`config.mk`:
```
export PLATFORM = sky130hd
export DESIGN_NAME = mfde_queue
export DESIGN_NICKNAME = d
export VERILOG_FILES = /design/src/rtl/mfde_pkg.sv /design/src/rtl/mfde_queue.sv
export SDC_FILE = /design/constraint.sdc
export NUM_CORES = 1
export LEC_CHECK = 0
export BUFFER_PORTS_ARGS = -buffer_cell sky130_fd_sc_hd__buf_2
export CAP_MARGIN = 25
export CORE_AREA = 4 4 112 71
export DETAILED_ROUTE_END_ITERATION = 8
export DIE_AREA = 0 0 116 75
export PLACE_DENSITY = 0.67
export SYNTH_ARGS = -nofsm -noshare
export SYNTH_HDL_FRONTEND = slang
export SYNTH_SLANG_ARGS = --single-unit
```
`constraint.sdc`:
```
create_clock -name clk -period 3.4 [get_ports clk]
set_input_delay 0.17 -clock clk [delete_from_list [all_inputs] [get_ports clk]]
set_output_delay 0.17 -clock clk [all_outputs]
set_load 0.01 [all_outputs]
```
`src/rtl/mfde_pkg.sv`:
```
// ----------------------------------------------------------------------------
// mfde_pkg
// Shared types and codes of the framebuffer draw engine.
// ----------------------------------------------------------------------------
`default_nettype none

package mfde_pkg;

  // command modes as they arrive on the port
  localparam logic [2:0] MODE_WRITE = 3'd0;
  localparam logic [2:0] MODE_READ  = 3'd1;
  localparam logic [2:0] MODE_VRUN  = 3'd2;
  localparam logic [2:0] MODE_HRUN  = 3'd3;
  localparam logic [2:0] MODE_CLEAR = 3'd4;
  localparam logic [2:0] MODE_PAGE  = 3'd5;

  // work kinds handed from front to back
  typedef enum logic [2:0] {
    OP_NONE,
    OP_RUN_V,
    OP_RUN_H,
    OP_PIX,
    OP_PAGE,
    OP_CLEAR
  } op_t;

  typedef enum logic [2:0] {
    ST_CLEAR,
    ST_IDLE,
    ST_RUN,
    ST_READ,
    ST_DONE
  } state_t;

  // one classified command: start pixel, number of accesses
  typedef struct packed {
    op_t        op;
    logic [7:0] x_pos;
    logic [7:0] y_pos;
    logic [8:0] count;
    logic [7:0] color;
    logic       ok;
  } cmd_t;

endpackage

`default_nettype wire

```
`src/rtl/mfde_queue.sv`:
```
// ----------------------------------------------------------------------------
// mfde_queue
// Two-entry FIFO of classified commands between front and back.
// ----------------------------------------------------------------------------
`default_nettype none

module mfde_queue (
  input  wire logic           clk,
  input  wire logic           rst,
  input  wire logic           push,
  input  wire mfde_pkg::cmd_t push_data,
  output      logic           full,
  input  wire logic           pop,
  output      logic           valid,
  output      mfde_pkg::cmd_t head
);
  import mfde_pkg::*;

  cmd_t       entry [2];
  logic       wr_ptr, rd_ptr;
  logic [1:0] used;

  assign full  = (used == 2'd2);
  assign valid = (used != 2'd0);
  assign head  = entry[rd_ptr];

  always_ff @(posedge clk) begin
    if (rst) begin
      wr_ptr <= 1'b0;
      rd_ptr <= 1'b0;
      used   <= 2'd0;
    end else begin
      if (push) wr_ptr <= ~wr_ptr;
      if (pop)  rd_ptr <= ~rd_ptr;
      used <= used + {1'b0, push} - {1'b0, pop};
    end
  end

  always_ff @(posedge clk) begin
    if (push) begin
      entry[wr_ptr] <= push_data;
    end
  end

endmodule

`default_nettype wire

```
==> metrics.md <==
| Metric | Value |
|---|---|
| Grt ovf | `0` |
| Max-cap violations | `0` |
| Worst slew pin tran | `0.933 ns` |
| Layout area overhead | `26.9%` |
| Most frequent cells in the layout | `buf_2, edfxtp_1, mux2_4` |
| Remaining DRCs | `0` |
| DRT iter0 DRCs | `39` |
| GPL Wtd Cong | `0.661` |
| Initial antenna violation count | `0` |
| Most common cell after layout, fill and taps aside | `buf_2` |
| F_max | `452 MHz` |
| Clock sink count | `79` |
| First-pass iteration count of the detailed router | `4` |
| Vias in the first global route | `1531` |
| CP max-delay cell | `dfxtp_2` |
| Outcome | `complete, no violations` |
| Setup TNS Final | `0 ns` |
| Worst clock skew | `0.00283 ns` |
| Final nets | `267` |
| Syn Inst Count | `136` |
| Largest net degree at the start of global routing | `38` |
| Total wire length | `4840 um` |
| Yosys Warn Count | `0` |
| Net Switching | `0.000492 W` |
| Post-Syn Nets | `179` |
| Clk root buf | `clkbuf_16` |
| IO buf count | `79` |
| Pwr per Cell Area | `646 nW/um^2` |
| Skew-Pair Late Insertion Delay | `0.32 ns` |
| Design Power | `0.00249 W` |
| Clock Tree Buf Depth | `2` |
| Clk slew on worst S/H paths | `0.06 ns` |
| Row count | `24` |
| CTS tree | `done` |
| CTS buffer count | `9` |
| CP cell instances | `buf_4 > mux2_2 > buf_2` |
| # IOs | `80` |
| Synth Area per Inst | `22.4 um^2` |
| Vias post-DR | `1476` |
| Req. time, crit path | `3.23 ns` |
| Post-synthesis sequential area ratio | `0.763` |
| Die X | `116 um` |
| Final Util | `0.549` |
| P_leak | `1.54 nW` |
| Netlist Area Pre-Place | `3040 um^2` |
| Die height | `75 um` |
| Final Cycle Share | `0.651` |
| Power Internal | `0.00200 W` |
| Synth unique cells | `14` |
| Final Setup Violations | `0` |
| Worst-path fanout max | `24` |
| Seq pwr share | `0.468` |
| Slowest stage delay, CP | `0.81 ns` |
| Final Hold Fails | `0` |
| VDD IR max | `0.326 mV` |
| Setup CP Type | `register to output port` |
| Starting Density | `0.433` |
| Post-DP HPWL | `3310 um` |
| Layout cells sized above 1 | `0.596` |
| Detailed-route wire length per cell | `15.2 um` |
| Total Die Area | `8700 um^2` |
| Resize count post-CTS | `0` |
| Cell count after placement | `304` |
| First-pass GRT wire length | `7350 um` |
| Tot GR Track Use | `0.118` |
| Worst EP arrival | `2.04 ns` |
| Unrepaired setup endpoints after global routing | `false` |
| Sw Ratio | `0.197` |
| Max-slew violations | `0` |
| Crit start category | `register` |
| Antenna Nets Post-Route | `0` |
| Core box area | `7030 um^2` |
| Part of the power in the clock network | `0.423` |
| Combinational Power Share | `0.110` |
| Register bit total from synthesis | `79` |
| Non-filler instance count after layout | `319` |
| Min cycle time layout | `2.21 ns` |
| Hold Path Class | `input pin to register` |
| Via/cell ratio | `4.63` |
| Hold_buf cts | `0` |
| H-tree lvl count | `3` |
| Postcts setup bufs | `0` |
| Crit end category | `output port` |
| Diode count | `0` |
| Worst reg2reg setup slack | `1.80 ns` |
| Slew headroom | `0.378` |
[layout make-up]
type,count,area (um^2)
Timing Repair Buffer,81,430
Sequential cell,79,2320
Clock inverter,5,106
Fill cell,565,3170
Tap cell,91,114
Inverter,2,7.51
Clock buffer,10,229
Multi-Input combinational cell,51,649
[flip-flops by register name, indices dropped and copies added, names as in the netlist, named ones only]
name    count
wr_ptr      1
entry      74
rd_ptr      1
used        2
[worst max-delay path, delay by kind of cell (launching register included)]
| family | cells | cell delay [ns] |
|---|---|---|
| buffers and inverters | 2 | 0.53 |
| multiplexers | 1 | 0.36 |
| flip-flops | 1 | 0.81 |
[synth_stat cells, drive strengths merged]
cell type,count,area (um^2)
xnor2,2,17.5
nor2,4,15.0
inv,2,7.51
mux2,37,529
or2,1,6.26
ha,2,25.0
nor2b,3,18.8
dfxtp,5,100
buf,4,71.3
edfxtp,74,2220
xnor3,1,22.5
and2,1,6.26
[per-stage QoR]
stage          hold slack, ns  cell area [um^2]  setup WS (ns)
2_1_floorplan           0.242              3040          0.977
3_3_place_gp            0.357              3500           1.50
3_5_place_dp            0.362              3520           1.48
4_1_cts                0.0239              3860           1.12
5_1_grt                0.0202              3860           1.05
6_report               0.0394              3860           1.19
[cell families after synthesis]
group,share of synthesized area
buffers and inverters,0.0259
muxes,0.174
and+or+nand+nor,0.0152
adders and majority gates,0.00823
xor gates and xnor gates,0.0132
DFF,0.763
[power by group through the flow]
stage | Combinational, W | Clock (W) | Sequential [W]
2_1_floorplan | 0.000195 | 0 | 0.00117
3_3_place_gp | 0.000269 | 0 | 0.00119
3_5_place_dp | 0.000277 | 0 | 0.00119
4_1_cts | 0.000279 | 0.00108 | 0.00117
5_1_grt | 0.000297 | 0.00113 | 0.00117
6_report | 0.000273 | 0.00105 | 0.00117
[worst paths after layout]
| path | from | end | cells after the start |
|---|---|---|---|
| worst min register to register | rd_ptr$_SDFFE_PP0P_ | rd_ptr$_SDFFE_PP0P_ | 2 |
| worst min-delay path | push_data[19] | entry[1][19]$_DFFE_PP_ | 1 |
| worst max-delay path | register | head[4] | 3 |
| worst max register to register | wr_ptr$_SDFFE_PP0P_ | entry[1][1]$_DFFE_PP_ | 1 |
[per-layer routing]
layer / global-route usage / routed length [um] / up-vias
met1: 0.143 / 2130 / 716
met5: 0 / 0 / -
met2: 0.190 / 2330 / 55
met4: 0.0347 / 38 / 0
met3: 0.0554 / 350 / 6
li1: - / - / 699
Power figures use the tool's default switching activity.
