==> config.mk <==
export PLATFORM = sky130hd
export DESIGN_NAME = mfde_front_flat
export DESIGN_NICKNAME = d
export VERILOG_FILES = /design/src/rtl/mfde_pkg.sv /design/src/rtl/mfde_if.sv /design/src/rtl/mfde_front.sv /design/src/flat_wrapper.sv
export SDC_FILE = /design/constraint.sdc
export NUM_CORES = 1
export LEC_CHECK = 0
export CAP_MARGIN = 25
export CORE_AREA = 2 2 57 81
export DETAILED_ROUTE_END_ITERATION = 16
export DIE_AREA = 0 0 59 83
export DONT_BUFFER_PORTS = 1
export SLEW_MARGIN = 20
export SYNTH_ARGS = -nofsm -noshare
export SYNTH_HDL_FRONTEND = slang
export SYNTH_SLANG_ARGS = --single-unit
==> constraint.sdc <==
create_clock -name vclk -period 3.8
set_clock_uncertainty 0.15 [all_clocks]
set_input_delay 0.57 -clock vclk [all_inputs]
set_output_delay 0.57 -clock vclk [all_outputs]
set_load 0.03 [all_outputs]
==> src/rtl/mfde_pkg.sv <==
// ----------------------------------------------------------------------------
// mfde_pkg
// Shared types and codes of the framebuffer draw engine.
// ----------------------------------------------------------------------------
`default_nettype none

package mfde_pkg;

  // command modes as they arrive on the port
  localparam logic [2:0] MODE_WRITE = 3'd0;
  localparam logic [2:0] MODE_READ  = 3'd1;
  localparam logic [2:0] MODE_VRUN  = 3'd2;
  localparam logic [2:0] MODE_HRUN  = 3'd3;
  localparam logic [2:0] MODE_CLEAR = 3'd4;
  localparam logic [2:0] MODE_PAGE  = 3'd5;

  // work kinds handed from front to back
  typedef enum logic [2:0] {
    OP_NONE,
    OP_RUN_V,
    OP_RUN_H,
    OP_PIX,
    OP_PAGE,
    OP_CLEAR
  } op_t;

  typedef enum logic [2:0] {
    ST_CLEAR,
    ST_IDLE,
    ST_RUN,
    ST_READ,
    ST_DONE
  } state_t;

  // one classified command: start pixel, number of accesses
  typedef struct packed {
    op_t        op;
    logic [7:0] x_pos;
    logic [7:0] y_pos;
    logic [8:0] count;
    logic [7:0] color;
    logic       ok;
  } cmd_t;

endpackage

`default_nettype wire

==> src/rtl/mfde_if.sv <==
// ----------------------------------------------------------------------------
// mfde_cmd_if / mfde_res_if
// Valid/ready channels for command beats and result beats.
// ----------------------------------------------------------------------------
`default_nettype none

interface mfde_cmd_if;
  logic       valid;
  logic       ready;
  logic [2:0] mode;
  logic [7:0] x_coord;
  logic [7:0] y_coord;
  logic [7:0] end_coord;
  logic [7:0] color;

  modport source (output valid, mode, x_coord, y_coord, end_coord, color, input ready);
  modport sink   (input valid, mode, x_coord, y_coord, end_coord, color, output ready);
endinterface


`default_nettype wire

==> src/rtl/mfde_front.sv <==
// ----------------------------------------------------------------------------
// mfde_front
// Takes command beats, range-checks and clips them, pushes work to queue.
// ----------------------------------------------------------------------------
`default_nettype none

module mfde_front #(
  parameter int WIDTH  = 128,
  parameter int HEIGHT = 64
) (
  mfde_cmd_if.sink         cmd,
  input  wire logic        init_busy,
  input  wire logic        q_full,
  output      logic        q_push,
  output      mfde_pkg::cmd_t q_data
);
  import mfde_pkg::*;

  localparam logic [8:0]  W9  = 9'(WIDTH);
  localparam logic [8:0]  H9  = 9'(HEIGHT);
  localparam logic [10:0] H11 = 11'(HEIGHT);

  logic [8:0]  x9, y9, e9;
  logic        ok_px, ok_pg;
  logic [8:0]  v_last, h_last, v_cnt, h_cnt, pg_cnt;
  logic [10:0] row11, rem11;

  assign cmd.ready = !q_full && !init_busy;
  assign q_push    = cmd.valid && cmd.ready;

  always_comb begin
    x9 = {1'b0, cmd.x_coord};
    y9 = {1'b0, cmd.y_coord};
    e9 = {1'b0, cmd.end_coord};
    ok_px = (x9 < W9) && (y9 < H9);

    // runs clip at the last row/column; empty when end precedes start
    v_last = (e9 < H9) ? e9 : H9 - 9'd1;
    h_last = (e9 < W9) ? e9 : W9 - 9'd1;
    v_cnt  = (v_last >= y9) ? v_last - y9 + 9'd1 : 9'd0;
    h_cnt  = (h_last >= x9) ? h_last - x9 + 9'd1 : 9'd0;

    // page: up to eight rows, fewer at the bottom edge
    row11  = {cmd.y_coord, 3'b000};
    ok_pg  = (x9 < W9) && (row11 < H11);
    rem11  = H11 - row11;
    pg_cnt = (rem11 >= 11'd8) ? 9'd8 : rem11[8:0];

    q_data.op    = OP_NONE;
    q_data.x_pos = cmd.x_coord;
    q_data.y_pos = cmd.y_coord;
    q_data.count = 9'd1;
    q_data.color = cmd.color;
    q_data.ok    = ok_px;

    unique case (cmd.mode)
      MODE_WRITE: begin
        if (ok_px) q_data.op = OP_RUN_V;
      end
      MODE_READ: begin
        if (ok_px) q_data.op = OP_PIX;
      end
      MODE_VRUN: begin
        q_data.count = v_cnt;
        if (ok_px && v_cnt != 9'd0) q_data.op = OP_RUN_V;
      end
      MODE_HRUN: begin
        q_data.count = h_cnt;
        if (ok_px && h_cnt != 9'd0) q_data.op = OP_RUN_H;
      end
      MODE_CLEAR: begin
        q_data.op = OP_CLEAR;
      end
      MODE_PAGE: begin
        q_data.ok    = ok_pg;
        q_data.y_pos = row11[7:0];
        q_data.count = pg_cnt;
        if (ok_pg) q_data.op = OP_PAGE;
      end
      default: begin
        q_data.ok = 1'b0;
      end
    endcase
  end

endmodule

`default_nettype wire

==> src/flat_wrapper.sv <==
// flat-port wrapper written by rule: the top's interface ports become plain ports
module mfde_front_flat import mfde_pkg::*;
#(
  parameter int WIDTH  = 128,
  parameter int HEIGHT = 64
)
  (init_busy, q_full, q_push, q_data, cmd_valid, cmd_mode, cmd_x_coord, cmd_y_coord, cmd_end_coord, cmd_color, cmd_ready);
  mfde_cmd_if cmd_i ();
  input  wire logic init_busy;
  input  wire logic q_full;
  output      logic q_push;
  output      mfde_pkg::cmd_t q_data;
  input wire logic [$bits(cmd_i.valid)-1:0] cmd_valid;
  input wire logic [$bits(cmd_i.mode)-1:0] cmd_mode;
  input wire logic [$bits(cmd_i.x_coord)-1:0] cmd_x_coord;
  input wire logic [$bits(cmd_i.y_coord)-1:0] cmd_y_coord;
  input wire logic [$bits(cmd_i.end_coord)-1:0] cmd_end_coord;
  input wire logic [$bits(cmd_i.color)-1:0] cmd_color;
  output wire logic [$bits(cmd_i.ready)-1:0] cmd_ready;
  assign cmd_i.valid = cmd_valid;
  assign cmd_i.mode = cmd_mode;
  assign cmd_i.x_coord = cmd_x_coord;
  assign cmd_i.y_coord = cmd_y_coord;
  assign cmd_i.end_coord = cmd_end_coord;
  assign cmd_i.color = cmd_color;
  assign cmd_ready = cmd_i.ready;
  mfde_front #(.WIDTH(WIDTH), .HEIGHT(HEIGHT)) u_core (.cmd(cmd_i), .init_busy(init_busy), .q_full(q_full), .q_push(q_push), .q_data(q_data));
endmodule
==> impl_metrics.csv, run 1 <==
group,metric,value,unit
worst_setup_path,criticalPathCategory,"primary input to output port",
power,leakagePower,0.000885,uW
drt,top_layer,"met4",
cells_and_area,antennaDiodeCount,0,
drt,met1Wirelength,1.77,mm
drt,avgRoutedWirePerCell,15.3,um
logic_synthesis,yosysTopAreaCellShare,0.245,
timing,fmax,0.271,GHz
timing,worstMarginPinSlew,0.574,ns
drt,vias,1618,
drt,drt_wl_total,4.38,mm
drt,drt_iter0_drc,55,
floorplan,dieArea,4900,um2
cells_and_area,num-fill-cells,453,
worst_setup_path,crit_required,3.08,ns
timing,finalSetupTns,0,ns
drt,vias_per_cell,5.66,
drt,drc,0,
cells_and_area,clkbuf_count,0,
placed_design,portBuffers,0,
power,comb_power_share,1.000,
timing,fin_crit,3.69,ns
status,status,"finished, final reports clean",
cells_and_area,multi_input_area,1580,um2
cells_and_area,drive_above_1_share,0.154,
power,power.switching,185,uW
floorplan,core_region_area,4130,um2
logic_synthesis,ys_seq_area_frac,0,
floorplan,die_y,83,um
power,vdd_drop_max,0.0000844,V
power,p_clk_frac,0,
cells_and_area,final_net_count,321,
worst_setup_path,end_kind,"output port",
global_route,antenna_found_initial,0,
global_route,grt_usage,0.178,
placed_design,preCtsSetupSlack,0.0240,ns
worst_setup_path,cpPeakStageDelay,0.43,ns
logic_synthesis,syn_area_per_cell,7.23,um2
floorplan,rows,28,
floorplan,die-width,59,um
global_route,grt_pass1_wl,7.25,mm
cells_and_area,syn_to_final_growth,3.29,%
worst_hold_path,worstHoldEndpoint,"q_data[4]",
timing,finalSetupViolations,0,
logic_synthesis,yosysMostFrequentCell,"ha_1",
worst_hold_path,hp-class,"primary input to output port",
drt,dr.pass1.iters,4,
logic_synthesis,synth_common_cells,"35 x ha_1, 31 x inv_1, 19 x nand2_1",
worst_setup_path,crit_path_cell_trace,"or3_1, ha_4, inv_1, ha_1, ha_1, nor3_2, o21ai_1, nor4_2, buf_4, a41oi_2, buf_4",
timing,setup_slack,0.114,ns
power,power_density,169,nW/um2
logic_synthesis,yosys_warnings,0,
cts,cts_hold_buf,0,
global_route,grt_pass1_vias,1671,
global_route,grt_max_degree,17,
logic_synthesis,synthesis.instances,247,
drt,wl_met3,144,um
timing,hold_viol_final,0,
logic_synthesis,synth_top_area_cell,"ha_1",
placed_design,hpwlAfterDp,3.85,mm
worst_setup_path,crit_slowest_cell,"or3_1",
drt,final_antenna_net_count,0,
global_route,grt_overflow,0,
logic_synthesis,ys_types,54,
timing,slew_viol_final,0,
cells_and_area,seq_area,0,um2
floorplan,io_pins,77,
logic_synthesis,netlist_area,1790,um2
cells_and_area,nFlopsAndLatches,0,
timing,fin_crit_sh,0.970,
drt,met2WireLength,2.43,mm
worst_setup_path,crit_fanout,3,
timing,slew_headroom,0.616,
power,internal-power,127,uW
placed_design,gp_congestion,0.864,
logic_synthesis,yosys-top-cells-area,"ha_1 25%, buf_4 6.7%, inv_1 6.5%, fa_1 5.6%, nand2_1 4.0%",
worst_hold_path,holdPathStages,0,
power,switching_share,0.593,
worst_setup_path,arrival,2.97,ns
flow_run,maxCapViolCount,0,
worst_hold_path,min_from,"cmd_color[3]",
floorplan,start_util,0.432,
power,pwr-share-seq,0,
worst_setup_path,startpoint_type,"primary input",
area by class of cell:
class              instances  share of cell area
multi-input cells        198               0.858
inverters                 31              0.0631
repair buffers            12              0.0488
well taps                 45              0.0305
per-stage QoR:
step	util	power, uW	instance area, um2	hold WS (ns)	instances
2_1_floorplan	-	274	1810	1.10	249
4_1_cts	0.436	299	1800	0.990	286
3_5_place_dp	0.436	297	1800	0.990	286
6_report	0.446	312	1850	0.990	286
5_1_grt	0.446	349	1850	0.990	286
3_3_place_gp	0.436	297	1800	0.990	286
worst max-delay path: cells and delay by family:
family	cells	cell delay [ns]
buffers and inverters	3	0.38
AND/OR/NAND/NOR	3	0.96
AO/OA/AOI/OAI	2	0.23
adder cells (fa/ha/maj)	3	0.82
layout by cell type (no fill, tap or decap), types with 3 or more instances in the layout:
cell and n:
a21o_1 4, a21oi_1 11, a22o_2 3, and2_1 5
buf_4 12, conb_1 3, fa_1 4, ha_1 34
inv_1 31, nand2_1 19, nand2b_1 4, nor2_1 15
nor2b_1 3, nor3_1 7, o21a_1 4, o21ai_0 11
o21ai_1 3, or2_2 7, or3_1 6, xnor2_1 5
xor2_1 5
kinds of logic (layout without fill, tap and decap cells):
logic type / after synthesis / count (layout) / synth area share
fa+ha+maj: 40 / 40 / 0.301
compound gates: 59 / 59 / 0.233
other cells: 1 / 3 / 0.00210
mux: 1 / 1 / 0.00560
simple gates: 85 / 85 / 0.260
buf+inv: 51 / 43 / 0.149
xor+xnor: 10 / 10 / 0.0490
power groups by stage:
stage / clock, uW / sequential, uW / combinational [uW]
global route: 0 / 0 / 349
detailed placement: 0 / 0 / 297
CTS: 0 / 0 / 299
finish: 0 / 0 / 312
global placement: 0 / 0 / 297
floorplan: 0 / 0 / 274
timing repair:
action / 4_1_cts / 5_1_grt
setup endpoints to repair: 0 / 3
setup buffers: 0 / 0
gates resized for setup: 0 / 10
hold endpoints to repair: 0 / 0
layer usage:
| layer | up-vias | GRT usage |
|---|---|---|
| li1 | 835 | - |
| met1 | 744 | 0.214 |
| met3 | 4 | 0.00935 |
| met2 | 35 | 0.344 |
| met4 | 0 | 0.0124 |
| met5 | - | 0 |
worst max-delay path by stage:
| stage | startpoint | to | slack, ns | depth (start not counted) |
|---|---|---|---|---|
| 6_report | cmd_end_coord[1] | q_data[34] | 0.11 | 11 |
| 2_1_floorplan | cmd_end_coord[7] | q_data[15] | 0.01 | 10 |
| 4_1_cts | cmd_end_coord[1] | q_data[34] | 0.02 | 12 |
| 3_3_place_gp | cmd_end_coord[1] | q_data[34] | 0.05 | 12 |
| 5_1_grt | cmd_end_coord[7] | q_data[35] | -0.05 | 10 |
| 3_5_place_dp | cmd_end_coord[7] | q_data[34] | 0.02 | 11 |
(Power assumes the default switching activity.)
==> run 2, diff against run 1 <==
==> constraint.sdc (replaced) <==
create_clock -name vclk -period 3.27
set_clock_uncertainty 0.15 [all_clocks]
set_input_delay 0.4905 -clock vclk [all_inputs]
set_output_delay 0.4905 -clock vclk [all_outputs]
set_load 0.03 [all_outputs]
==> impl_metrics.csv, run 2 (synthesized netlist as in run 1, its figures left out) <==
group,metric,value,unit
cells_and_area,syn_to_final_growth,34.0,%
power,vdd_drop_max,0.000110,V
global_route,antenna_found_initial,0,
placed_design,portBuffers,0,
global_route,grt_max_degree,16,
worst_setup_path,crit_required,2.63,ns
worst_setup_path,crit_fanout,13,
timing,slew_headroom,0.584,
flow_run,maxCapViolCount,0,
timing,hold_viol_final,0,
cells_and_area,final-instance-count-excl-fill,323,
floorplan,dieArea,4900,um2
timing,fin_crit,3.29,ns
worst_setup_path,end_kind,"output port",
floorplan,die_y,83,um
status,violations,"negative setup slack",
power,leakagePower,0.00111,uW
drt,vias_per_cell,5.60,
worst_setup_path,arrival,2.65,ns
timing,worstMarginPinSlew,0.619,ns
drt,drt_iter0_drc,30,
drt,drc,0,
worst_hold_path,min_from,"cmd_color[3]",
worst_hold_path,hp-class,"primary input to output port",
worst_setup_path,criticalPathCategory,"primary input to output port",
worst_hold_path,holdPathStages,0,
timing,rsz0062_at_grt,"true",
cells_and_area,antennaDiodeCount,0,
placed_design,placed_cells,320,
drt,drt_wl_total,4.92,mm
drt,avgRoutedWirePerCell,15.2,um
timing,slew_viol_final,0,
floorplan,core_region_area,4130,um2
cells_and_area,drive_above_1_share,0.388,
worst_setup_path,crit_path_start,"cmd_end_coord[7]",
placed_design,hpwlAfterDp,4.15,mm
global_route,grt_usage,0.202,
cells_and_area,final_net_count,358,
timing,fin_crit_sh,1.01,
floorplan,die-width,59,um
cells_and_area,seq_area,0,um2
timing,fmax,0.304,GHz
cts,cts_hold_buf,0,
global_route,grt_overflow,0,
cells_and_area,nFlopsAndLatches,0,
global_route,grt_pass1_wl,8.11,mm
timing,finalSetupViolations,4,
worst_hold_path,worstHoldEndpoint,"q_data[4]",
floorplan,start_util,0.432,
timing,setup_slack,-0.0208,ns
power,power_density,220,nW/um2
cells_and_area,final_cell_mix,"41 x buf_4, 26 x inv_1, 22 x ha_1",
global_route,grt_pass1_vias,1836,
drt,vias,1808,
cells_and_area,fin_util,0.579,
worst_setup_path,startpoint_type,"primary input",
cells_and_area,clkbuf_count,0,
drt,dr.pass1.iters,5,
placed_design,gp_congestion,0.833,
floorplan,rows,28,
cells_and_area,final_common_cell,"buf_4",
drt,final_antenna_net_count,0,
floorplan,io_pins,77,
status,status,"finished, violations left",
-- run 2: cell count changes in the layout (fill, tap and decap cells not counted), moves of 4 or more --
cell and delta:
buf_6 +7, buf_4 +29, inv_1 -5, ha_4 +9, a21oi_1 -4, inv_2 +5
ha_1 -12
-- run 2: final cells by class --
cell class	instances	area (um2)
Inverter	31	116
Timing Repair Buffer	49	407
Tap cell	45	56.3
Fill cell	396	1740
Multi-Input combinational cell	198	1820
-- run 2: stage by stage --
step / hold WS [ns] / setup TNS (ns) / cell area, um2 / worst slack [ns] / total power, uW
floorplan: 0.943 / -0.0876 / 1870 / -0.0677 / 338
global placement: 0.831 / -0.707 / 2120 / -0.191 / 444
detailed placement: 0.831 / -0.751 / 2120 / -0.217 / 447
CTS: 0.831 / -0.115 / 2330 / -0.0395 / 497
global route: 0.831 / -0.601 / 2390 / -0.137 / 576
finish: 0.831 / -0.0523 / 2390 / -0.0208 / 527
-- run 2: power breakdown --
group | switching [uW] | leakage, uW | total [uW] | internal, uW
sequential | 0 | 0 | 0 | 0
clock | 0 | 0 | 0 | 0
combinational | 268 | 0.00111 | 527 | 259
-- run 2: critical path, cell delays in order --
cell and delay [ns]:
or3_1 0.39, ha_1 0.32, xnor2_1 0.14, ha_2 0.20, o2111ai_1 0.20, o2111ai_1 0.14, a21oi_1 0.18, xor2_1 0.24
buf_4 0.16, o21ai_2 0.05, buf_6 0.14
-- run 2: how the worst max path moves through the flow --
stage                      end  slack (ns)  cells past startpoint
global placement    q_data[34]       -0.19                     10
floorplan           q_data[34]       -0.07                      9
detailed placement  q_data[34]       -0.22                     12
finish              q_data[16]       -0.02                     11
global route        q_data[34]       -0.14                     13
CTS                 q_data[34]       -0.04                     13
-- run 2: metal layers --
| layer | routed length (um) | track usage | up-vias |
|---|---|---|---|
| li1 | - | - | 912 |
| met1 | 1930 | 0.223 | 853 |
| met2 | 2750 | 0.405 | 38 |
| met3 | 178 | 0.0171 | 5 |
| met4 | 53 | 0.0207 | 0 |
| met5 | 0 | 0 | - |
-- run 2: repair_timing --
action	4_1_cts	5_1_grt
gates resized for setup	38	14
gates cloned	0	0
pin swaps	31	17
buffers inserted	2	2
endpoints found under the setup margin	6	6
hold endpoints to repair	0	0
