<file path="src/rtl/mfde_pkg.sv">
// ----------------------------------------------------------------------------
// mfde_pkg
// Shared types and codes of the framebuffer draw engine.
// ----------------------------------------------------------------------------
`default_nettype none

package mfde_pkg;

  // command modes as they arrive on the port
  localparam logic [2:0] MODE_WRITE = 3'd0;
  localparam logic [2:0] MODE_READ  = 3'd1;
  localparam logic [2:0] MODE_VRUN  = 3'd2;
  localparam logic [2:0] MODE_HRUN  = 3'd3;
  localparam logic [2:0] MODE_CLEAR = 3'd4;
  localparam logic [2:0] MODE_PAGE  = 3'd5;

  // work kinds handed from front to back
  typedef enum logic [2:0] {
    OP_NONE,
    OP_RUN_V,
    OP_RUN_H,
    OP_PIX,
    OP_PAGE,
    OP_CLEAR
  } op_t;

  typedef enum logic [2:0] {
    ST_CLEAR,
    ST_IDLE,
    ST_RUN,
    ST_READ,
    ST_DONE
  } state_t;

  // one classified command: start pixel, number of accesses
  typedef struct packed {
    op_t        op;
    logic [7:0] x_pos;
    logic [7:0] y_pos;
    logic [8:0] count;
    logic [7:0] color;
    logic       ok;
  } cmd_t;

endpackage

`default_nettype wire

</file>
<file path="src/rtl/mfde_if.sv">
// ----------------------------------------------------------------------------
// mfde_cmd_if / mfde_res_if
// Valid/ready channels for command beats and result beats.
// ----------------------------------------------------------------------------
`default_nettype none


interface mfde_res_if;
  logic       valid;
  logic       ready;
  logic [7:0] read_value;
  logic       in_range;

  modport source (output valid, read_value, in_range, input ready);
  modport sink   (input valid, read_value, in_range, output ready);
endinterface

`default_nettype wire

</file>
<file path="src/rtl/mfde_back.sv">
// ----------------------------------------------------------------------------
// mfde_back
// Sequencer that carries out queued commands on the pixel RAM.
// ----------------------------------------------------------------------------
`default_nettype none

module mfde_back #(
  parameter int WIDTH  = 128,
  parameter int HEIGHT = 64,
  localparam int DEPTH  = WIDTH * HEIGHT,
  localparam int ADDR_W = $clog2(DEPTH)
) (
  input  wire logic              clk,
  input  wire logic              rst,
  input  wire logic              q_valid,
  input  wire mfde_pkg::cmd_t    q_head,
  output      logic              q_pop,
  output      logic              init_busy,
  output      logic              ram_we,
  output      logic [ADDR_W-1:0] ram_waddr,
  output      logic [7:0]        ram_wdata,
  output      logic [ADDR_W-1:0] ram_raddr,
  input  wire logic [7:0]        ram_rdata,
  mfde_res_if.source             res
);
  import mfde_pkg::*;

  localparam logic [ADDR_W-1:0] LAST_ADDR = ADDR_W'(DEPTH - 1);
  localparam logic [ADDR_W-1:0] STEP_H    = ADDR_W'(HEIGHT);

  state_t            state, state_next;
  logic              init, init_next;
  logic              rd_pend, rd_pend_next;
  logic              out_valid, out_valid_next;
  logic [ADDR_W-1:0] addr, addr_next;
  logic [8:0]        cnt, cnt_next;
  logic [2:0]        idx, idx_next, rd_idx, rd_idx_next;
  op_t               op, op_next;
  logic [7:0]        color, color_next, value, value_next;
  logic              ok, ok_next;
  logic [7:0]        out_value, out_value_next;
  logic              out_in_range, out_in_range_next;

  assign init_busy      = init;
  assign res.valid      = out_valid;
  assign res.read_value = out_value;
  assign res.in_range   = out_in_range;

  always_ff @(posedge clk) begin
    if (rst) begin
      state     <= ST_CLEAR;
      init      <= 1'b1;
      addr      <= '0;
      rd_pend   <= 1'b0;
      out_valid <= 1'b0;
    end else begin
      state     <= state_next;
      init      <= init_next;
      addr      <= addr_next;
      rd_pend   <= rd_pend_next;
      out_valid <= out_valid_next;
    end
  end

  always_ff @(posedge clk) begin
    cnt          <= cnt_next;
    idx          <= idx_next;
    rd_idx       <= rd_idx_next;
    op           <= op_next;
    color        <= color_next;
    value        <= value_next;
    ok           <= ok_next;
    out_value    <= out_value_next;
    out_in_range <= out_in_range_next;
  end

  always_comb begin
    state_next        = state;
    init_next         = init;
    addr_next         = addr;
    cnt_next          = cnt;
    idx_next          = idx;
    rd_pend_next      = 1'b0;
    rd_idx_next       = idx;
    op_next           = op;
    color_next        = color;
    value_next        = value;
    ok_next           = ok;
    out_valid_next    = out_valid && !res.ready;
    out_value_next    = out_value;
    out_in_range_next = out_in_range;
    q_pop             = 1'b0;
    ram_we            = 1'b0;
    ram_waddr         = addr;
    ram_wdata         = color;
    ram_raddr         = addr;

    unique case (state)
      ST_CLEAR: begin
        // one entry per cycle; also the pass that follows reset
        ram_we    = 1'b1;
        ram_wdata = 8'd0;
        addr_next = addr + ADDR_W'(1);
        if (addr == LAST_ADDR) begin
          addr_next = '0;
          init_next = 1'b0;
          state_next = init ? ST_IDLE : ST_DONE;
        end
      end
      ST_IDLE: begin
        if (q_valid) begin
          q_pop      = 1'b1;
          op_next    = q_head.op;
          color_next = q_head.color;
          ok_next    = q_head.ok;
          cnt_next   = q_head.count;
          idx_next   = 3'd0;
          value_next = 8'd0;
          // column-major store: column * HEIGHT + row
          addr_next  = ADDR_W'(q_head.x_pos) * STEP_H + ADDR_W'(q_head.y_pos);
          unique case (q_head.op)
            OP_RUN_V, OP_RUN_H: state_next = ST_RUN;
            OP_PIX, OP_PAGE:    state_next = ST_READ;
            OP_CLEAR: begin
              addr_next  = '0;
              state_next = ST_CLEAR;
            end
            default:            state_next = ST_DONE;
          endcase
        end
      end
      ST_RUN: begin
        ram_we    = 1'b1;
        addr_next = addr + ((op == OP_RUN_H) ? STEP_H : ADDR_W'(1));
        cnt_next  = cnt - 9'd1;
        if (cnt == 9'd1) state_next = ST_DONE;
      end
      ST_READ: begin
        // issue one row per cycle, capture the data in the cycle after
        if (cnt != 9'd0) begin
          addr_next    = addr + ADDR_W'(1);
          cnt_next     = cnt - 9'd1;
          idx_next     = idx + 3'd1;
          rd_pend_next = 1'b1;
        end else begin
          state_next = ST_DONE;
        end
        if (rd_pend) begin
          if (op == OP_PIX) value_next = ram_rdata;
          else              value_next[rd_idx] = (ram_rdata == 8'd1);
        end
      end
      ST_DONE: begin
        if (!out_valid || res.ready) begin
          out_valid_next    = 1'b1;
          out_value_next    = value;
          out_in_range_next = ok;
          state_next        = ST_IDLE;
        end
      end
      default: state_next = ST_IDLE;
    endcase
  end

endmodule

`default_nettype wire

</file>
<file path="src/flat_wrapper.sv">
// flat-port wrapper written by rule: the top's interface ports become plain ports
module mfde_back_flat import mfde_pkg::*;
#(
  parameter int WIDTH  = 128,
  parameter int HEIGHT = 64,
  localparam int DEPTH  = WIDTH * HEIGHT,
  localparam int ADDR_W = $clog2(DEPTH)
)
  (clk, rst, q_valid, q_head, q_pop, init_busy, ram_we, ram_waddr, ram_wdata, ram_raddr, ram_rdata, res_valid, res_read_value, res_in_range, res_ready);
  mfde_res_if res_i ();
  input  wire logic clk;
  input  wire logic rst;
  input  wire logic q_valid;
  input  wire mfde_pkg::cmd_t q_head;
  output      logic q_pop;
  output      logic init_busy;
  output      logic ram_we;
  output      logic [ADDR_W-1:0] ram_waddr;
  output      logic [7:0] ram_wdata;
  output      logic [ADDR_W-1:0] ram_raddr;
  input  wire logic [7:0] ram_rdata;
  output wire logic [$bits(res_i.valid)-1:0] res_valid;
  output wire logic [$bits(res_i.read_value)-1:0] res_read_value;
  output wire logic [$bits(res_i.in_range)-1:0] res_in_range;
  input wire logic [$bits(res_i.ready)-1:0] res_ready;
  assign res_valid = res_i.valid;
  assign res_read_value = res_i.read_value;
  assign res_in_range = res_i.in_range;
  assign res_i.ready = res_ready;
  mfde_back #(.WIDTH(WIDTH), .HEIGHT(HEIGHT)) u_core (.clk(clk), .rst(rst), .q_valid(q_valid), .q_head(q_head), .q_pop(q_pop), .init_busy(init_busy), .ram_we(ram_we), .ram_waddr(ram_waddr), .ram_wdata(ram_wdata), .ram_raddr(ram_raddr), .ram_rdata(ram_rdata), .res(res_i));
endmodule
</file>
<file path="config.mk">
export PLATFORM = sky130hd
export DESIGN_NAME = mfde_back_flat
export DESIGN_NICKNAME = d
export VERILOG_FILES = /design/src/rtl/mfde_pkg.sv /design/src/rtl/mfde_if.sv /design/src/rtl/mfde_back.sv /design/src/flat_wrapper.sv
export SDC_FILE = /design/constraint.sdc
export NUM_CORES = 1
export LEC_CHECK = 0
export BUFFER_PORTS_ARGS = -buffer_cell sky130_fd_sc_hd__buf_2
export CORE_ASPECT_RATIO = 2
export CORE_UTILIZATION = 40
export DETAILED_ROUTE_END_ITERATION = 10
export GPL_ROUTABILITY_DRIVEN = 0
export HOLD_SLACK_MARGIN = 0.02
export MAX_ROUTING_LAYER = met4
export PLACE_DENSITY = 0.68
export SLEW_MARGIN = 20
export SYNTH_ARGS = -nofsm -noshare
export SYNTH_HDL_FRONTEND = slang
export SYNTH_SLANG_ARGS = --single-unit
</file>
<file path="constraint.sdc">
create_clock -name clk -period 4.7 [get_ports clk]
set_input_delay 0.705 -clock clk [delete_from_list [all_inputs] [get_ports clk]]
set_output_delay 0.705 -clock clk [all_outputs]
set_load 0.01 [all_outputs]
</file>
==> summary.md, run 1 <==
| Metric | Value |
|---|---|
| Cell taking the most area after synthesis | edfxtp_1 |
| CTS Hold Buffers Added | 0 |
| Drt via density | 5.71 |
| Via count | 3,271 |
| Post-cts repair resize count | 0 |
| Std cell rows | 50 |
| Clock-pin slew on the worst setup and hold paths | 50 ps |
| Synth Warn # | 0 |
| Post-CTS Setup Bufs | 0 |
| Busiest grt layer | met2 |
| Ys flop type | edfxtp_1 |
| Die width | 71.1 um |
| Failing checks | design-rule violations |
| Net Switching | 0.272 mW |
| Die area | 9970 um2 |
| CP Launch Type | flip-flop |
| Starting DRT DRC Count | 211 |
| Mapped Cells | 394 |
| CTS tree | built |
| Design area | 4530 um2 |
| Met3 usage | 0.0403 |
| Starting density of the core | 0.410 |
| PortBufs | 94 |
| Max VDD drop | 0.000164 V |
| Global-route wire length before repair | 15,500 um |
| Post-synth cell types | 65 |
| Max Clock Freq | 348 MHz |
| Crit end category | output port |
| Post-layout util | 0.486 |
| GRT Total Usage | 0.207 |
| Clock Path Buffers | 2 |
| Net count, final | 523 |
| Comb power frac | 0.048 |
| H-tree levels | 3 |
| DPL Wire Length | 6950 um |
| DP Area | 4210 um2 |
| CTS Buf Count | 9 |
| Pleak | 1.85 nW |
| Fin worst setup slack | 1830 ps |
| Tmin final | 2870 ps |
| Final WL | 9530 um |
| Setup TNS | 0 ps |
| Clock Latency Late Sink | 330 ps |
| Slew HR | 0.332 |
| Max Slew Vio Count | 0 |
| Final setup violation count | 0 |
| Synth top area cells | edfxtp_1, dfxtp_1, nor2_1 |
| Post-Syn Area | 3820 um2 |
| Routed wire per std cell | 16.6 um |
| Root Buffer | clkbuf_16 |
| Worst Path Class, Setup | reg -> out |
| GR Util met2 | 0.367 |
| CTS sink count | 63 |
| Internal power | 1.08 mW |
| Fraction of layout cells with a size suffix above 1 | 0.273 |
| Initial antenna violation count | 0 |
| Power per cell area | 299 nW/um2 |
| Maxcap violations | 0 |
| Total Power | 1.35 mW |
| Core box area | 9320 um2 |
| Crit path DAT | 2170 ps |
| Top-area cell type share of the netlist area | 0.322 |
| Count leader, synth | nor2_1 |
| Min-Delay Path Class | reg -> reg |
| EDFF count, synth | 41 |
| Switch share | 0.201 |
| Worst EP required | 3990 ps |
| Vias in the first global route | 3,273 |
| Status | finished with violations |
| Dpl ws | 2050 ps |
| Async S/R FF share, synth | 0 |
| Layout area overhead | 18.4% |
| M1 GR Usage | 0.220 |
| Syn_area_per_cell | 9.70 um2 |
| Final clock period utilization by the worst path | 0.611 |
| Unrepaired setup endpoints after global routing | false |
| Grt total ovfl | 0 |
| CP Max Fanout | 21 |
| Post-synthesis register bit count | 63 |
| Post-synthesis sequential area ratio | 0.437 |
| Clk pwr share | 0.513 |
| # diodes | 0 |
| Fillcell total | 858 |
| Final ANT Viol Nets | 0 |
| Drt first pass iters | 9 |
| I/O pins | 96 |
| DRC | 5 |
| Final Hold Fails | 0 |
| Die Y-Extent | 140 um |
| Commonest cells post-synth | nor2_1, edfxtp_1, nand2_1 |
| Syn Nets | 453 |
| Sequential share of power | 0.440 |
| Worst Max-Slew Pin Slew | 999 ps |
| Largest net degree at the start of global routing | 22 |
| Layout Skew | 6.53 ps |
==> path summary, 6_finish.rpt <==
kind | start | to | slack, ps | depth (start not counted)
worst max-delay path | u_core.state[0] | q_pop | 1830 | 5
worst min-delay path | u_core.idx[1] | u_core.rd_idx[1] | 380 | 0
worst max register to register | u_core.cnt[0] | u_core.ram_raddr[6] | 2000 | 7
worst min register to register | u_core.idx[1] | u_core.rd_idx[1] | 380 | 0
==> critical path, cell delays in order, from the launching register on <==
cell and delay (ps):
dfxtp_1 760, nand2b_1 180, nor2_1 170, nand2_1 120
inv_1 380, buf_2 220
==> state kept, by name, indices dropped and copies added (netlist names) <==
register	flops
u_core.rd_pend	1
u_core.res.valid	1
u_core.res.in_range	1
u_core.cnt	9
u_core.color	8
u_core.op	3
u_core.res.read_value	8
u_core.ram_raddr	13
u_core.init_busy	1
u_core.value	8
u_core.ok	1
u_core.idx	3
u_core.rd_idx	3
u_core.state	3
==> power by group through the flow <==
stage	clock network [mW]	registers (mW)	logic [mW]
6_report	0.695	0.596	0.0643
5_1_grt	0.732	0.596	0.0722
4_1_cts	0.709	0.595	0.0648
3_5_place_dp	0	0.607	0.0644
3_3_place_gp	0	0.606	0.0630
2_1_floorplan	0	0.605	0.0322
==> placed cells by master (no fill, tap or decap), drive strengths merged, types with 6 or more instances in the layout <==
cell type and instances:
a211oi 10, a21oi 16, a31oi 6, buf 95, clkbuf 12, dfxtp 22, edfxtp 41, ha 9
inv 18, mux2i 9, nand2 29, nand2b 9, nand3 11, nor2 44, nor2b 12, nor3 12
nor4 6, o21ai 20, xnor2 15
==> per-layer routing <==
layer	vias up	part of all wire	wire, um
met4	0	0.016	151
met1	1560	0.38	3590
met5	-	0	0
li1	1578	-	-
met3	12	0.058	555
met2	121	0.55	5230
==> cells by family (layout without fill, tap and decap cells) <==
kind of cell	count (synthesis)	count (layout)	synth area share
flip-flops	63	63	0.437
AO/OA/AOI/OAI	87	87	0.163
adder cells (fa/ha/maj)	10	10	0.0347
AND/OR/NAND/NOR	150	150	0.218
buffers and inverters	54	129	0.0740
XOR/XNOR	20	20	0.0458
multiplexers	10	10	0.0265
==> stage by stage <==
stage / hold WS (ps) / cells
2_1_floorplan: 352 / 394
3_3_place_gp: 364 / 557
3_5_place_dp: 370 / 557
4_1_cts: 382 / 573
5_1_grt: 418 / 573
6_report: 381 / 573
==> area by class of cell <==
type	count	area, um2	share of cell area
clock buffer	12	236	0.0523
clock inverter	4	70.1	0.0155
inverter	18	67.6	0.0149
multi-input combinational	277	1870	0.414
sequential	63	1670	0.369
tap	104	130	0.0288
timing repair buffer	95	478	0.106
Note: power is estimated with default switching activity, not from simulation.
==> run 2, diff against run 1 <==
--- a/config.mk
+++ b/config.mk
@@ -12,7 +12,7 @@
 export GPL_ROUTABILITY_DRIVEN = 0
 export HOLD_SLACK_MARGIN = 0.02
 export MAX_ROUTING_LAYER = met4
-export PLACE_DENSITY = 0.68
+export PLACE_DENSITY = 0.7
 export SLEW_MARGIN = 20
 export SYNTH_ARGS = -nofsm -noshare
 export SYNTH_HDL_FRONTEND = slang
==> constraint.sdc (replaced) <==
create_clock -name clk -period 2.6 [get_ports clk]
set_input_delay 0.39 -clock clk [delete_from_list [all_inputs] [get_ports clk]]
set_output_delay 0.39 -clock clk [all_outputs]
set_load 0.01 [all_outputs]
==> run 2 against run 1 <==
  * The flow still finishes with violations (design-rule violations)
  * Non-clock buffer count rose by 18
  * Hold slack got worse by 140 ps
  * Register-to-register slack got worse by 1900 ps
  * Global-route usage barely moved
  * Critical path type is now reg -> reg
  * Critical endpoint is now u_core.ram_raddr[8]
==> summary.md, run 2 (synthesis results as in run 1) <==
| Metric | Value |
|---|---|
| Status | finished with violations |
| Failing checks | design-rule violations |
| CTS tree | built |
| Tmin final | 2480 ps |
| Max reg flops | 13 (unchanged) |
| Starting DRT DRC Count | 169 (-20%) |
| Die area | 9970 um2 (unchanged) |
| Most frequent cells in the layout | buf_2, nor2_1, edfxtp_1 |
| DP Area | 4350 um2 (+3.2%) |
| Drt via density | 5.66 (-0.88%) |
| Vias in the first global route | 3,178 (-2.9%) |
| Slew HR | 0.466 (+0.134) |
| Post-CTS Setup Bufs | 0 (unchanged) |
| Design area | 4700 um2 (+3.9%) |
| Worst path cell trace | or3b_2 -> ha_1 -> ha_1 -> a31oi_1 -> nand2b_1 -> nor3_1 -> a221oi_1 -> o32ai_1 |
| Clock Latency Late Sink | 330 ps (about the same) |
| Largest net degree at the start of global routing | 21 (-4.5%) |
| Final Hold Fails | 0 (unchanged) |
| Initial antenna violation count | 0 (unchanged) |
| CP Max Fanout | 5 (-76%) |
| Layout Skew | 9.49 ps (+2.96 ps) |
| Worst EP required | 2800 ps (-1190 ps) |
| Via count | 3,344 (+2.2%) |
| Layout area overhead | 23.1% |
| Routed wire per std cell | 16.5 um (-0.71%) |
| Final ANT Viol Nets | 0 (unchanged) |
| DRC | 6 (+1) |
| Slowest Stage Delay on Critical Path | 500 ps (-260 ps) |
| DPL Wire Length | 7400 um (+6.5%) |
| Worst path slowest cell | or3b_2 |
| CTS sink count | 63 (unchanged) |
| GRT Total Usage | 0.207 (about the same) |
| Fraction of layout cells with a size suffix above 1 | 0.306 (+0.0330) |
| PortBufs | 94 (unchanged) |
| Commonest non-fill, non-tap cell in the layout | buf_2 |
| Final setup violation count | 0 (unchanged) |
| Pleak | 1.95 nW (+5.2%) |
| GR Util met2 | 0.381 (+0.0132) |
| Busiest grt layer | met2 |
| Die Y-Extent | 140 um (unchanged) |
| Net count, final | 541 (+3.4%) |
| Post-cts repair resize count | 0 (unchanged) |
| # diodes | 0 (unchanged) |
| Starting density of the core | 0.410 (unchanged) |
| Power per cell area | 549 nW/um2 (+83%) |
| Std cell rows | 50 (unchanged) |
| Clock-pin slew on the worst setup and hold paths | 60 ps (about the same) |
| Clock Path Buffers | 2 (unchanged) |
| Worst Path Class, Setup | reg -> reg |
| Unrepaired setup endpoints after global routing | false |
| Max Slew Vio Count | 0 (unchanged) |
| Max VDD drop | 0.000334 V (+100%) |
| H-tree levels | 3 (unchanged) |
| Crit path DAT | 2690 ps (+520 ps) |
| Maxcap violations | 0 (unchanged) |
| CTS Hold Buffers Added | 0 (unchanged) |
| Global-route wire length before repair | 15,400 um (-1.2%) |
| Min-Delay Path Class | in -> reg |
| M1 GR Usage | 0.203 (-0.0170) |
| CP most frequent cell | ha_1 |
| Worst Max-Slew Pin Slew | 799 ps (-200 ps) |
| Final clock period utilization by the worst path | 0.955 |
| Die width | 71.1 um (unchanged) |
| Buffers & Inverters on Critical Path | 0 (-2) |
| Drt first pass iters | 8 (-1) |
| Core box area | 9320 um2 (unchanged) |
| Max Clock Freq | 403 MHz |
| Final WL | 9760 um (+2.4%) |
| CP Launch Type | flip-flop |
| Met3 usage | 0.0388 (-0.00144) |
| Root Buffer | clkbuf_16 |
| Crit end category | flip-flop |
| Setup TNS | 0 ps (unchanged) |
| Grt total ovfl | 0 (unchanged) |
| CTS Buf Count | 9 (unchanged) |
| I/O pins | 96 (unchanged) |
| Crit-path leading delay family | compound AO/OA/AOI/OAI gates |
| Fillcell total | 876 (+2.1%) |
-- run 2: changes by cell type in the layout (fill, tap and decap cells not counted), sizes merged --
| cell | before | now |
|---|---|---|
| clkbuf | 12 | 9 |
| bufinv | 2 | 3 |
| buf | 95 | 113 |
| clkinv | 2 | 1 |
| clkinvlp | 0 | 3 |
-- run 2: path summary, 6_finish.rpt --
| path | slack, ps | from | end | depth (start not counted) |
|---|---|---|---|---|
| setup reg to reg | 120 | u_core.op[2] | u_core.ram_raddr[8] | 8 |
| hold / removal | 240 | q_head[3] | u_core.color[2] | 1 |
| hold reg to reg | 380 | u_core.idx[1] | u_core.rd_idx[1] | 0 |
| setup / recovery | 120 | u_core.op[2] | u_core.ram_raddr[8] | 8 |
-- run 2: metrics by stage --
| step | total power [mW] | worst slack (ps) | cells | util | hold WS, ps |
|---|---|---|---|---|---|
| floorplan | 1.15 | 367 | 394 | - | 352 |
| global placement | 1.22 | 159 | 575 | 0.467 | 360 |
| detailed placement | 1.22 | 75.3 | 575 | 0.467 | 367 |
| CTS | 2.61 | 61.6 | 591 | 0.504 | 226 |
| global route | 2.66 | 0.705 | 591 | 0.504 | 224 |
| finish | 2.58 | 118 | 591 | 0.504 | 237 |
-- run 2: power by group --
group	total [mW]	internal [mW]	leakage [nW]	switching (mW)
Sequential	1.07	1.06	0.549	0.00603
Clock	1.38	0.937	0.158	0.447
Combinational	0.129	0.0614	1.24	0.0674
Total	2.58	2.06	1.95	0.521
-- run 2: layout make-up --
type	count	area [um2]	share of cell area
Timing Repair Buffer	113	613	0.130
Inverter	18	67.6	0.0144
Tap cell	104	130	0.0277
Clock inverter	7	121	0.0258
Multi-Input combinational cell	277	1870	0.398
Clock buffer	9	225	0.0479
Sequential cell	63	1670	0.356
-- run 2: metal layers --
metal / up-vias / wire length, um
met1: 1585 / 3420
met4: 0 / 363
met5: - / 0
li1: 1608 / -
met3: 30 / 472
met2: 121 / 5510
